==> src/hw/rtl/vno_pkg.sv <==
`timescale 1ns / 1ps
// ----------------------------------------------------------------------------
// vno_pkg: shared constants, types and arithmetic helpers
// Stage payload structs, register indexes and the small modular multiply and
// bilinear blend helpers used by the value-noise octave pipeline.
// ----------------------------------------------------------------------------
package vno_pkg;

   // Frame and octave limits.
   localparam int X_SIZE     = 320;
   localparam int Y_SIZE     = 200;
   localparam int MAX_OCTAVE = 6;

   // Octave zero always adds zero, so only octaves 1..MAX_OCTAVE get a lane.
   // Lane j handles the lattice scale 2^(j+1).
   localparam int NUM_LANES = MAX_OCTAVE;

   // Only the low MAX_OCTAVE bits of any hash are ever kept, so all hash
   // arithmetic runs modulo 2^HB.
   localparam int HB = MAX_OCTAVE;

   // Field widths.
   localparam int PX_W       = 9;
   localparam int PY_W       = 8;
   localparam int BYTE_W     = 8;
   localparam int OCT_W      = 3;
   localparam int SEED_W     = 16;
   localparam int CSR_IDX_W  = 1;
   localparam int REQ_DATA_W = ((PX_W + PY_W + BYTE_W + 7) / 8) * 8;
   localparam int RSP_DATA_W = ((BYTE_W + 7) / 8) * 8;

   // Hash constants reduced to the low HB bits.
   localparam logic [HB-1:0] HASH_MUL_LO = HB'(31337);
   localparam logic [HB-1:0] HASH_ADD_LO = HB'(3917);

   // Register reset values.
   localparam logic [OCT_W-1:0]  START_OCTAVE_RST = OCT_W'(6);
   localparam logic [SEED_W-1:0] HASH_SEED_RST    = SEED_W'(9);

   // Register indexes.
   localparam logic [CSR_IDX_W-1:0] CSR_START_OCTAVE = 1'b0;
   localparam logic [CSR_IDX_W-1:0] CSR_HASH_SEED    = 1'b1;

   // Register stages between the input and output transfers.
   localparam int PIPE_DEPTH = 6;
   localparam int OCC_W      = $clog2(PIPE_DEPTH + 1);

   // Input stage payload.
   typedef struct packed {
      logic [PX_W-1:0]      x;
      logic [PY_W-1:0]      y;
      logic [BYTE_W-1:0]    base;
      logic [NUM_LANES-1:0] lane_en;
   } pix_type;

   // Four lattice corners of one octave plus the fractional offsets.
   typedef struct packed {
      logic [HB-1:0] c00;
      logic [HB-1:0] c01;
      logic [HB-1:0] c10;
      logic [HB-1:0] c11;
      logic [HB-1:0] tx;
      logic [HB-1:0] ty;
   } corner_type;

   typedef struct packed {
      logic [BYTE_W-1:0]                base;
      logic [NUM_LANES-1:0]             lane_en;
      corner_type [NUM_LANES-1:0]       lane;
   } corner_set_type;

   // Two x-blended rows of one octave.
   typedef struct packed {
      logic [HB-1:0] row0;
      logic [HB-1:0] row1;
      logic [HB-1:0] ty;
   } row_type;

   typedef struct packed {
      logic [BYTE_W-1:0]          base;
      logic [NUM_LANES-1:0]       lane_en;
      row_type [NUM_LANES-1:0]    lane;
   } row_set_type;

   // Final per-octave noise values.
   typedef struct packed {
      logic [BYTE_W-1:0]              base;
      logic [NUM_LANES-1:0]           lane_en;
      logic [NUM_LANES-1:0][HB-1:0]   v;
   } noise_set_type;

   // Product modulo 2^HB.
   function automatic logic [HB-1:0] mul_mod(input logic [HB-1:0] a,
                                             input logic [HB-1:0] b);
      logic [2*HB-1:0] full;
      full = a * b;
      return full[HB-1:0];
   endfunction

   // a + (t*(b-a)) / 2^k with the quotient truncated toward zero.
   function automatic logic [HB-1:0] lerp(input logic [HB-1:0] a,
                                          input logic [HB-1:0] b,
                                          input logic [HB-1:0] t,
                                          input int            k);
      logic signed [HB+1:0]   diff;
      logic signed [2*HB+2:0] prod;
      logic [2*HB+2:0]        mag;
      logic [2*HB+2:0]        quo;
      logic [HB-1:0]          q_lo;
      diff = $signed({2'b00, b}) - $signed({2'b00, a});
      prod = $signed({{(HB+3){1'b0}}, t}) * diff;
      mag  = prod[2*HB+2] ? $unsigned(-prod) : $unsigned(prod);
      quo  = mag >> k;
      q_lo = quo[HB-1:0];
      if (prod[2*HB+2]) begin
         q_lo = ~q_lo + 1'b1;
      end
      return a + q_lo;
   endfunction

endpackage

==> src/hw/rtl/vno_hash.sv <==
`timescale 1ns / 1ps
// ----------------------------------------------------------------------------
// vno_hash: lattice corner hash, two register stages
// The first stage forms (cx+1)*cy for the four corners of every octave, the
// second multiplies by the premixed seed, adds the offset and masks to k bits.
// ----------------------------------------------------------------------------
module vno_hash
   import vno_pkg::*;
(
   input  logic           clock,
   input  logic           reset,
   input  logic           in_valid,
   output logic           in_ready,
   input  pix_type        in_pix,
   input  logic [HB-1:0]  seed_mix,
   output logic           out_valid,
   input  logic           out_ready,
   output corner_set_type out_set
);

   logic           h1_valid_ff, h1_valid_in;
   corner_set_type h1_ff, h1_in;
   logic           h1_ready;
   logic           h2_valid_ff, h2_valid_in;
   corner_set_type h2_ff, h2_in;
   logic           h2_ready;

   // Each stage takes a new item when it is empty or drains this cycle.
   assign h2_ready = !h2_valid_ff || out_ready;
   assign h1_ready = !h1_valid_ff || h2_ready;
   assign in_ready = h1_ready;

   assign h1_valid_in = h1_ready ? in_valid : h1_valid_ff;
   assign h2_valid_in = h2_ready ? h1_valid_ff : h2_valid_ff;

   // Stage one: cell indexes, offsets and the (cx+1)*cy products.
   always_comb begin
      logic [PX_W-1:0] ix;
      logic [PY_W-1:0] iy;
      logic [HB-1:0]   mask;
      logic [HB-1:0]   cx1_lo, cx1_hi, cy_lo, cy_hi;
      h1_in.base    = in_pix.base;
      h1_in.lane_en = in_pix.lane_en;
      for (int j = 0; j < NUM_LANES; j++) begin
         ix     = in_pix.x >> (j + 1);
         iy     = in_pix.y >> (j + 1);
         mask   = HB'((1 << (j + 1)) - 1);
         cx1_lo = ix[HB-1:0] + HB'(1);
         cx1_hi = ix[HB-1:0] + HB'(2);
         cy_lo  = iy[HB-1:0];
         cy_hi  = iy[HB-1:0] + HB'(1);
         h1_in.lane[j].c00 = mul_mod(cx1_lo, cy_lo);
         h1_in.lane[j].c01 = mul_mod(cx1_lo, cy_hi);
         h1_in.lane[j].c10 = mul_mod(cx1_hi, cy_lo);
         h1_in.lane[j].c11 = mul_mod(cx1_hi, cy_hi);
         h1_in.lane[j].tx  = in_pix.x[HB-1:0] & mask;
         h1_in.lane[j].ty  = in_pix.y[HB-1:0] & mask;
      end
   end

   // Stage two: seed multiply, offset and mask to the octave's bit count.
   always_comb begin
      logic [HB-1:0] mask;
      h2_in.base    = h1_ff.base;
      h2_in.lane_en = h1_ff.lane_en;
      for (int j = 0; j < NUM_LANES; j++) begin
         mask = HB'((1 << (j + 1)) - 1);
         h2_in.lane[j].c00 = (mul_mod(h1_ff.lane[j].c00, seed_mix) + HASH_ADD_LO) & mask;
         h2_in.lane[j].c01 = (mul_mod(h1_ff.lane[j].c01, seed_mix) + HASH_ADD_LO) & mask;
         h2_in.lane[j].c10 = (mul_mod(h1_ff.lane[j].c10, seed_mix) + HASH_ADD_LO) & mask;
         h2_in.lane[j].c11 = (mul_mod(h1_ff.lane[j].c11, seed_mix) + HASH_ADD_LO) & mask;
         h2_in.lane[j].tx  = h1_ff.lane[j].tx;
         h2_in.lane[j].ty  = h1_ff.lane[j].ty;
      end
   end

   // Valid bits.
   always_ff @(posedge clock) begin
      if (reset) begin
         h1_valid_ff <= 1'b0;
         h2_valid_ff <= 1'b0;
      end else begin
         h1_valid_ff <= h1_valid_in;
         h2_valid_ff <= h2_valid_in;
      end
   end

   // Payload registers load only when their stage advances.
   always_ff @(posedge clock) begin
      if (h1_ready && in_valid) begin
         h1_ff <= h1_in;
      end
      if (h2_ready && h1_valid_ff) begin
         h2_ff <= h2_in;
      end
   end

   assign out_valid = h2_valid_ff;
   assign out_set   = h2_ff;

   // Finest-lane check: a scale-two corner hash keeps one bit.
   a_scale_two_hash_bits : assert property (@(posedge clock) disable iff (reset)
      h2_valid_ff |-> (h2_ff.lane[0].c00[HB-1:1] == '0 && h2_ff.lane[0].c11[HB-1:1] == '0))
      else $error("scale-two hash wider than one bit");

   // A held second stage keeps its item while the consumer stalls.
   a_h2_hold : assert property (@(posedge clock) disable iff (reset)
      h2_valid_ff && !out_ready |=> h2_valid_ff && $stable(h2_ff))
      else $error("hash stage item lost under stall");

endmodule

==> src/hw/rtl/vno_blend.sv <==
`timescale 1ns / 1ps
// ----------------------------------------------------------------------------
// vno_blend: bilinear corner blend, two register stages
// The first stage blends along x on both rows of every octave, the second
// blends the two rows along y.
// ----------------------------------------------------------------------------
module vno_blend
   import vno_pkg::*;
(
   input  logic           clock,
   input  logic           reset,
   input  logic           in_valid,
   output logic           in_ready,
   input  corner_set_type in_set,
   output logic           out_valid,
   input  logic           out_ready,
   output noise_set_type  out_set
);

   logic          b1_valid_ff, b1_valid_in;
   row_set_type   b1_ff, b1_in;
   logic          b1_ready;
   logic          b2_valid_ff, b2_valid_in;
   noise_set_type b2_ff, b2_in;
   logic          b2_ready;

   // Per-stage flow control.
   assign b2_ready = !b2_valid_ff || out_ready;
   assign b1_ready = !b1_valid_ff || b2_ready;
   assign in_ready = b1_ready;

   assign b1_valid_in = b1_ready ? in_valid : b1_valid_ff;
   assign b2_valid_in = b2_ready ? b1_valid_ff : b2_valid_ff;

   // Stage one: x blend of the top and bottom corner pairs.
   always_comb begin
      b1_in.base    = in_set.base;
      b1_in.lane_en = in_set.lane_en;
      for (int j = 0; j < NUM_LANES; j++) begin
         b1_in.lane[j].row0 = lerp(in_set.lane[j].c00, in_set.lane[j].c10,
                                   in_set.lane[j].tx, j + 1);
         b1_in.lane[j].row1 = lerp(in_set.lane[j].c01, in_set.lane[j].c11,
                                   in_set.lane[j].tx, j + 1);
         b1_in.lane[j].ty   = in_set.lane[j].ty;
      end
   end

   // Stage two: y blend of the two rows.
   always_comb begin
      b2_in.base    = b1_ff.base;
      b2_in.lane_en = b1_ff.lane_en;
      for (int j = 0; j < NUM_LANES; j++) begin
         b2_in.v[j] = lerp(b1_ff.lane[j].row0, b1_ff.lane[j].row1,
                           b1_ff.lane[j].ty, j + 1);
      end
   end

   // Valid bits.
   always_ff @(posedge clock) begin
      if (reset) begin
         b1_valid_ff <= 1'b0;
         b2_valid_ff <= 1'b0;
      end else begin
         b1_valid_ff <= b1_valid_in;
         b2_valid_ff <= b2_valid_in;
      end
   end

   // Payload registers.
   always_ff @(posedge clock) begin
      if (b1_ready && in_valid) begin
         b1_ff <= b1_in;
      end
      if (b2_ready && b1_valid_ff) begin
         b2_ff <= b2_in;
      end
   end

   assign out_valid = b2_valid_ff;
   assign out_set   = b2_ff;

   // A blend never leaves the span of its corners, so scale two gives 0 or 1.
   a_scale_two_value : assert property (@(posedge clock) disable iff (reset)
      b2_valid_ff |-> b2_ff.v[0][HB-1:1] == '0)
      else $error("scale-two noise value out of range");

endmodule

==> src/hw/rtl/value_noise_octave_pixel.sv <==
`timescale 1ns / 1ps
// Pipeline: an accepted request passes the input, hash, blend and output sum registers in order.
// Throughput: one pixel per cycle unless rsp_tready stalls; six register stages (input, two hash, two
// blend, output sum), each with its own valid bit and per-stage ready.
// Reset: synchronous; clears all valid bits and loads start_octave = 6 and
// hash_seed = 9. No clearing pass: requests are taken on the cycle after reset.
// ----------------------------------------------------------------------------
// value_noise_octave_pixel: fractal value noise added to one frame byte
// Sums bilinear value-noise octaves for scales 2^start_octave down to 1 and
// adds the sum to the incoming byte, modulo 256.
// ----------------------------------------------------------------------------
module value_noise_octave_pixel
   import vno_pkg::*;
(
   input  logic                  clock,
   input  logic                  reset,
   // Request stream.
   input  logic                  req_tvalid,
   output logic                  req_tready,
   input  logic [REQ_DATA_W-1:0] req_tdata,   // pixel_x[8:0], pixel_y[16:9], base_value[24:17]
   // Result stream.
   output logic                  rsp_tvalid,
   input  logic                  rsp_tready,
   output logic [RSP_DATA_W-1:0] rsp_tdata,   // pixel_value[7:0]
   // Register write port.
   input  logic                  csr_we,
   input  logic [CSR_IDX_W-1:0]  csr_index,
   input  logic [SEED_W-1:0]     csr_wdata
);

   logic [OCT_W-1:0]  start_octave_ff;
   logic [HB-1:0]     seed_mix_ff;
   logic [OCT_W-1:0]  top_octave;

   logic              s0_valid_ff, s0_valid_in;
   pix_type           s0_ff, s0_in;
   logic              s0_ready;

   logic              hash_in_ready;
   logic              hash_out_valid;
   corner_set_type    hash_out_set;
   logic              blend_in_ready;
   logic              blend_out_valid;
   noise_set_type     blend_out_set;

   logic              rsp_valid_ff, rsp_valid_in;
   logic [BYTE_W-1:0] rsp_data_ff, rsp_data_in;
   logic              rsp_ready;

   logic [OCC_W-1:0]  occ_ff, occ_in;
   logic              req_xfer, rsp_xfer;

   // Register writes. Only the low hash bits of the seed matter, so the seed
   // is stored already multiplied by the hash constant.
   always_ff @(posedge clock) begin
      if (reset) begin
         start_octave_ff <= START_OCTAVE_RST;
         seed_mix_ff     <= mul_mod(HASH_SEED_RST[HB-1:0], HASH_MUL_LO);
      end else if (csr_we) begin
         case (csr_index)
            CSR_START_OCTAVE: start_octave_ff <= csr_wdata[OCT_W-1:0];
            CSR_HASH_SEED:    seed_mix_ff     <= mul_mod(csr_wdata[HB-1:0], HASH_MUL_LO);
            default: ;
         endcase
      end
   end

   // Octaves above the maximum saturate.
   assign top_octave = (start_octave_ff > OCT_W'(MAX_OCTAVE)) ? OCT_W'(MAX_OCTAVE)
                                                               : start_octave_ff;

   // Input stage: unpack, frame check and octave enables.
   always_comb begin
      logic in_frame;
      s0_in.x    = req_tdata[PX_W-1:0];
      s0_in.y    = req_tdata[PX_W+PY_W-1:PX_W];
      s0_in.base = req_tdata[PX_W+PY_W+BYTE_W-1:PX_W+PY_W];
      in_frame   = (s0_in.x < PX_W'(X_SIZE)) && (s0_in.y < PY_W'(Y_SIZE));
      for (int j = 0; j < NUM_LANES; j++) begin
         s0_in.lane_en[j] = in_frame && (OCT_W'(j + 1) <= top_octave);
      end
   end

   assign s0_ready    = !s0_valid_ff || hash_in_ready;
   assign req_tready  = s0_ready;
   assign s0_valid_in = s0_ready ? req_tvalid : s0_valid_ff;

   always_ff @(posedge clock) begin
      if (s0_ready && req_tvalid) begin
         s0_ff <= s0_in;
      end
   end

   vno_hash u_hash (
      .clock     (clock),
      .reset     (reset),
      .in_valid  (s0_valid_ff),
      .in_ready  (hash_in_ready),
      .in_pix    (s0_ff),
      .seed_mix  (seed_mix_ff),
      .out_valid (hash_out_valid),
      .out_ready (blend_in_ready),
      .out_set   (hash_out_set)
   );

   vno_blend u_blend (
      .clock     (clock),
      .reset     (reset),
      .in_valid  (hash_out_valid),
      .in_ready  (blend_in_ready),
      .in_set    (hash_out_set),
      .out_valid (blend_out_valid),
      .out_ready (rsp_ready),
      .out_set   (blend_out_set)
   );

   // Output stage: add the enabled octaves onto the base byte.
   always_comb begin
      rsp_data_in = blend_out_set.base;
      for (int j = 0; j < NUM_LANES; j++) begin
         if (blend_out_set.lane_en[j]) begin
            rsp_data_in = rsp_data_in + BYTE_W'(blend_out_set.v[j]);
         end
      end
   end

   assign rsp_ready    = !rsp_valid_ff || rsp_tready;
   assign rsp_valid_in = rsp_ready ? blend_out_valid : rsp_valid_ff;

   always_ff @(posedge clock) begin
      if (rsp_ready && blend_out_valid) begin
         rsp_data_ff <= rsp_data_in;
      end
   end

   assign rsp_tvalid = rsp_valid_ff;
   assign rsp_tdata  = RSP_DATA_W'(rsp_data_ff);

   // Items in flight, used by the checks below.
   assign req_xfer = req_tvalid && req_tready;
   assign rsp_xfer = rsp_tvalid && rsp_tready;

   always_comb begin
      case ({req_xfer, rsp_xfer})
         2'b10:   occ_in = occ_ff + OCC_W'(1);
         2'b01:   occ_in = occ_ff - OCC_W'(1);
         default: occ_in = occ_ff;
      endcase
   end

   // Control registers.
   always_ff @(posedge clock) begin
      if (reset) begin
         s0_valid_ff  <= 1'b0;
         rsp_valid_ff <= 1'b0;
         occ_ff       <= '0;
      end else begin
         s0_valid_ff  <= s0_valid_in;
         rsp_valid_ff <= rsp_valid_in;
         occ_ff       <= occ_in;
      end
   end

   // The pipeline never holds more items than it has stages.
   a_occ_bound : assert property (@(posedge clock) disable iff (reset)
      occ_ff <= OCC_W'(PIPE_DEPTH))
      else $error("more items in flight than pipeline stages");

   // A result is only offered for an item that was taken in.
   a_no_invented : assert property (@(posedge clock) disable iff (reset)
      rsp_tvalid |-> occ_ff != '0)
      else $error("result offered with no item in flight");

   // With the output register empty, every stage can move, so input is open.
   a_open_when_drained : assert property (@(posedge clock) disable iff (reset)
      !rsp_tvalid |-> req_tready)
      else $error("request side stalled while the output is empty");

endmodule
==> config.mk <==
export PLATFORM = sky130hd
export DESIGN_NAME = value_noise_octave_pixel
export DESIGN_NICKNAME = d
export VERILOG_FILES = /design/src/hw/rtl/vno_pkg.sv /design/src/hw/rtl/vno_hash.sv /design/src/hw/rtl/vno_blend.sv /design/src/hw/rtl/value_noise_octave_pixel.sv
export SDC_FILE = /design/constraint.sdc
export NUM_CORES = 2
export LEC_CHECK = 0
export BUFFER_PORTS_ARGS = -buffer_cell sky130_fd_sc_hd__clkbuf_2
export CORE_MARGIN = 2
export CORE_UTILIZATION = 30
export DETAILED_ROUTE_END_ITERATION = 12
export GPL_TIMING_DRIVEN = 0
export PLACE_DENSITY = 0.43
export SYNTH_ARGS = -nofsm -noshare
export SYNTH_HDL_FRONTEND = slang
export SYNTH_SLANG_ARGS = --single-unit
==> constraint.sdc <==
create_clock -name clock -period 14.6 [get_ports clock]
set_input_delay 2.19 -clock clock [delete_from_list [all_inputs] [get_ports clock]]
set_output_delay 2.19 -clock clock [all_outputs]
set_load 0.05 [all_outputs]
==> impl_metrics.ini <==
[timing]
grt_setup_unrepaired = false
setup_viol = 0
skew_ns = 0.0223
fin_crit_sh_pct = 62.2
final.min_clock_period_ns = 9.08
setup_tns_ns = 0
slew_violations = 0
post-route-worst-setup-slack_ns = 5.52
slew_headroom_pct = 28.7
max_freq_ghz = 0.110
hold_viol_final = 0
worst_pin_slew_ns = 1.07

[synth]
yosys-top-cells-count = 687 x ha_1, 607 x inv_1, 401 x edfxtp_1
syn_avg_cell_area_sq_um = 10.0
synthFlopType = edfxtp_1
yosysMostFrequentCell = ha_1
synth_top_area_cell = edfxtp_1
seq_area_frac_synth_pct = 28.6
yosysWarnings = 0
synth_area_sq_um = 43200
yosysUniqueCellTypes = 87
synthTopCellsByArea = edfxtp_1 28%, ha_1 20%, fa_1 12%
syn_inst = 4307
ys_ff_latch = 416
yosysTopAreaCellShare_pct = 27.9
synth_edf_count = 401
async_reset_ff_share_pct = 0
synth_nets = 5301

[clock_tree]
ctsHtreeMaxLevel = 2
tritoncts = done
root_buffer = clkbuf_16
ctsLongestPathBuffers = 3
clkTransAtPathRegs_ns = 0.06
cts_buffers = 52
cts_resized = 0
clock_sinks = 416
cts.hold.buffers_added = 0
post_cts.repair.setup_buffers = 0
insertion_delay_ns = 0.64

[detailed_routing]
drc = 0
avgRoutedWirePerCell_um = 16.0
firstDrtPassIters = 5
ant_nets = 0
via_per_inst = 4.37
wl_mm = 102
vias = 27810
dr.first_iter.drc_count = 1151

[global_routing]
grt_pass1_wl_mm = 162
gr-total-overflow = 0
track_usage_pct = 14.0
grt_pass1_vias = 28364
grt_antenna_before_repair = 8
grt_max_degree = 35

[final_layout]
insertedDiodeCount = 0
regArea_sq_um = 12300
nFillCells = 14688
multi_input_area_sq_um = 28300
nNetsFinal = 5413
layout-drive-gt1-share_pct = 4.89
finalInstanceArea_sq_um = 48000
areaGrowthSynthToFinish_pct = 11.0

[placement]
dpl_cell_area_sq_um = 46100
place_ws_ns = 5.39
dpl.hpwl_mm = 85.0
io_buffer_count = 46
place_congestion = 0.783

[run_status]
outcome = finished clean

[die]
start_util_pct = 30.2
chipHeight_um = 384
num_io_pins = 64
rows = 139
die_x_um = 384
coreArea_sq_um = 143000
die_area_sq_um = 147000

[min_path]
hp-start = u_hash.h1_ff[181]$_DFFE_PP_
hold_path_depth = 0
hold_path.class = flip-flop to flip-flop

[critical_path]
cp-end-kind = flip-flop
worstRegToRegCells = 36
startpoint = u_hash.out_set[192]$_DFFE_PP_
r2r_start = u_hash.out_set[192]$_DFFE_PP_
critical_path.max_fanout = 5
crit_path_start_kind = flip-flop
slowest_delay_ns = 0.56
slowest_stage = fa_1
crit_type = flip-flop to flip-flop
cp.arrival_ns = 9.44
critPathRequiredTime_ns = 14.96

[run]
maxCapViolations = 0
==> cell type report <==
cell class              instances  area share (%)
flip-flops and latches        416            25.7
plain buffers                  94           0.782
clock buffers                  58            2.76
well taps                    1903            4.96
clock inverters                37            1.12
inverters                     610            4.78
multi-input cells            3187            58.9
repair buffers                 58           0.996
==> cells in the final DEF (no fill, tap or decap), drive strengths merged, types with 97 or more instances in the layout <==
cell type | netlist | final
nor2 | 167 | 167
a21o | 97 | 97
xor2 | 157 | 157
and2 | 309 | 309
edfxtp | 401 | 401
nor2b | 123 | 123
xnor2 | 364 | 364
clkbuf | 89 | 193
ha | 687 | 687
inv | 610 | 613
nand2 | 330 | 330
a21oi | 175 | 175
fa | 253 | 253
==> registers in the layout, indices dropped and copies added, names as in the netlist <==
signal               count
rsp_tdata                8
rsp_tvalid               1
s0_ff                   31
s0_valid_ff              1
seed_mix_ff              6
start_octave_ff          3
u_blend.b1_ff           92
u_blend.b1_valid_ff      1
u_blend.out_set         50
u_blend.out_valid        1
u_hash.h1_ff           110
u_hash.h1_valid_ff       1
u_hash.out_set         110
u_hash.out_valid         1
==> kinds of logic after synthesis <==
logic type	synth area share, %
compound gates	7.81
xor+xnor	10.7
fa+ha+maj	31.7
buf+inv	6.18
flops	28.6
mux	1.43
simple gates	13.7
==> metal layers <==
metal,global-route usage (%),up-vias,part of all wire (%)
met5,0,-,0
li1,-,14577,-
met2,22.5,246,44
met4,3.44,0,2.3
met1,20.1,12877,51
met3,1.42,110,2.3
==> worst paths after layout <==
| path | slack, ns | endpoint |
|---|---|---|
| setup / recovery | 5.52 | u_blend.b1_ff[101]$_DFFE_PP_ |
| hold / removal | 0.42 | u_hash.out_set[181]$_DFFE_PP_ |
| setup reg to reg | 5.52 | u_blend.b1_ff[101]$_DFFE_PP_ |
| hold reg to reg | 0.42 | u_hash.out_set[181]$_DFFE_PP_ |
==> metrics by stage <==
step	utilization (%)	cells	hold slack, ns
CTS	33.5	6363	0.419
finish	33.5	6363	0.415
floorplan	-	4307	0.400
detailed placement	32.2	6268	0.405
global placement	32.0	6256	0.400
global route	33.5	6363	0.421
==> critical path, delay by kind of cell, from the launching register on <==
family                   cells  cell delay (ns)
AND/OR/NAND/NOR              3             0.61
XOR/XNOR                     6             1.38
AO/OA/AOI/OAI               12             2.48
adder cells (fa/ha/maj)      9             3.52
flip-flops                   1             0.35
buffers and inverters        6             0.46
Power is not shown: default switching activity piles up to over one toggle a cycle in this logic, so the estimate is an artifact.
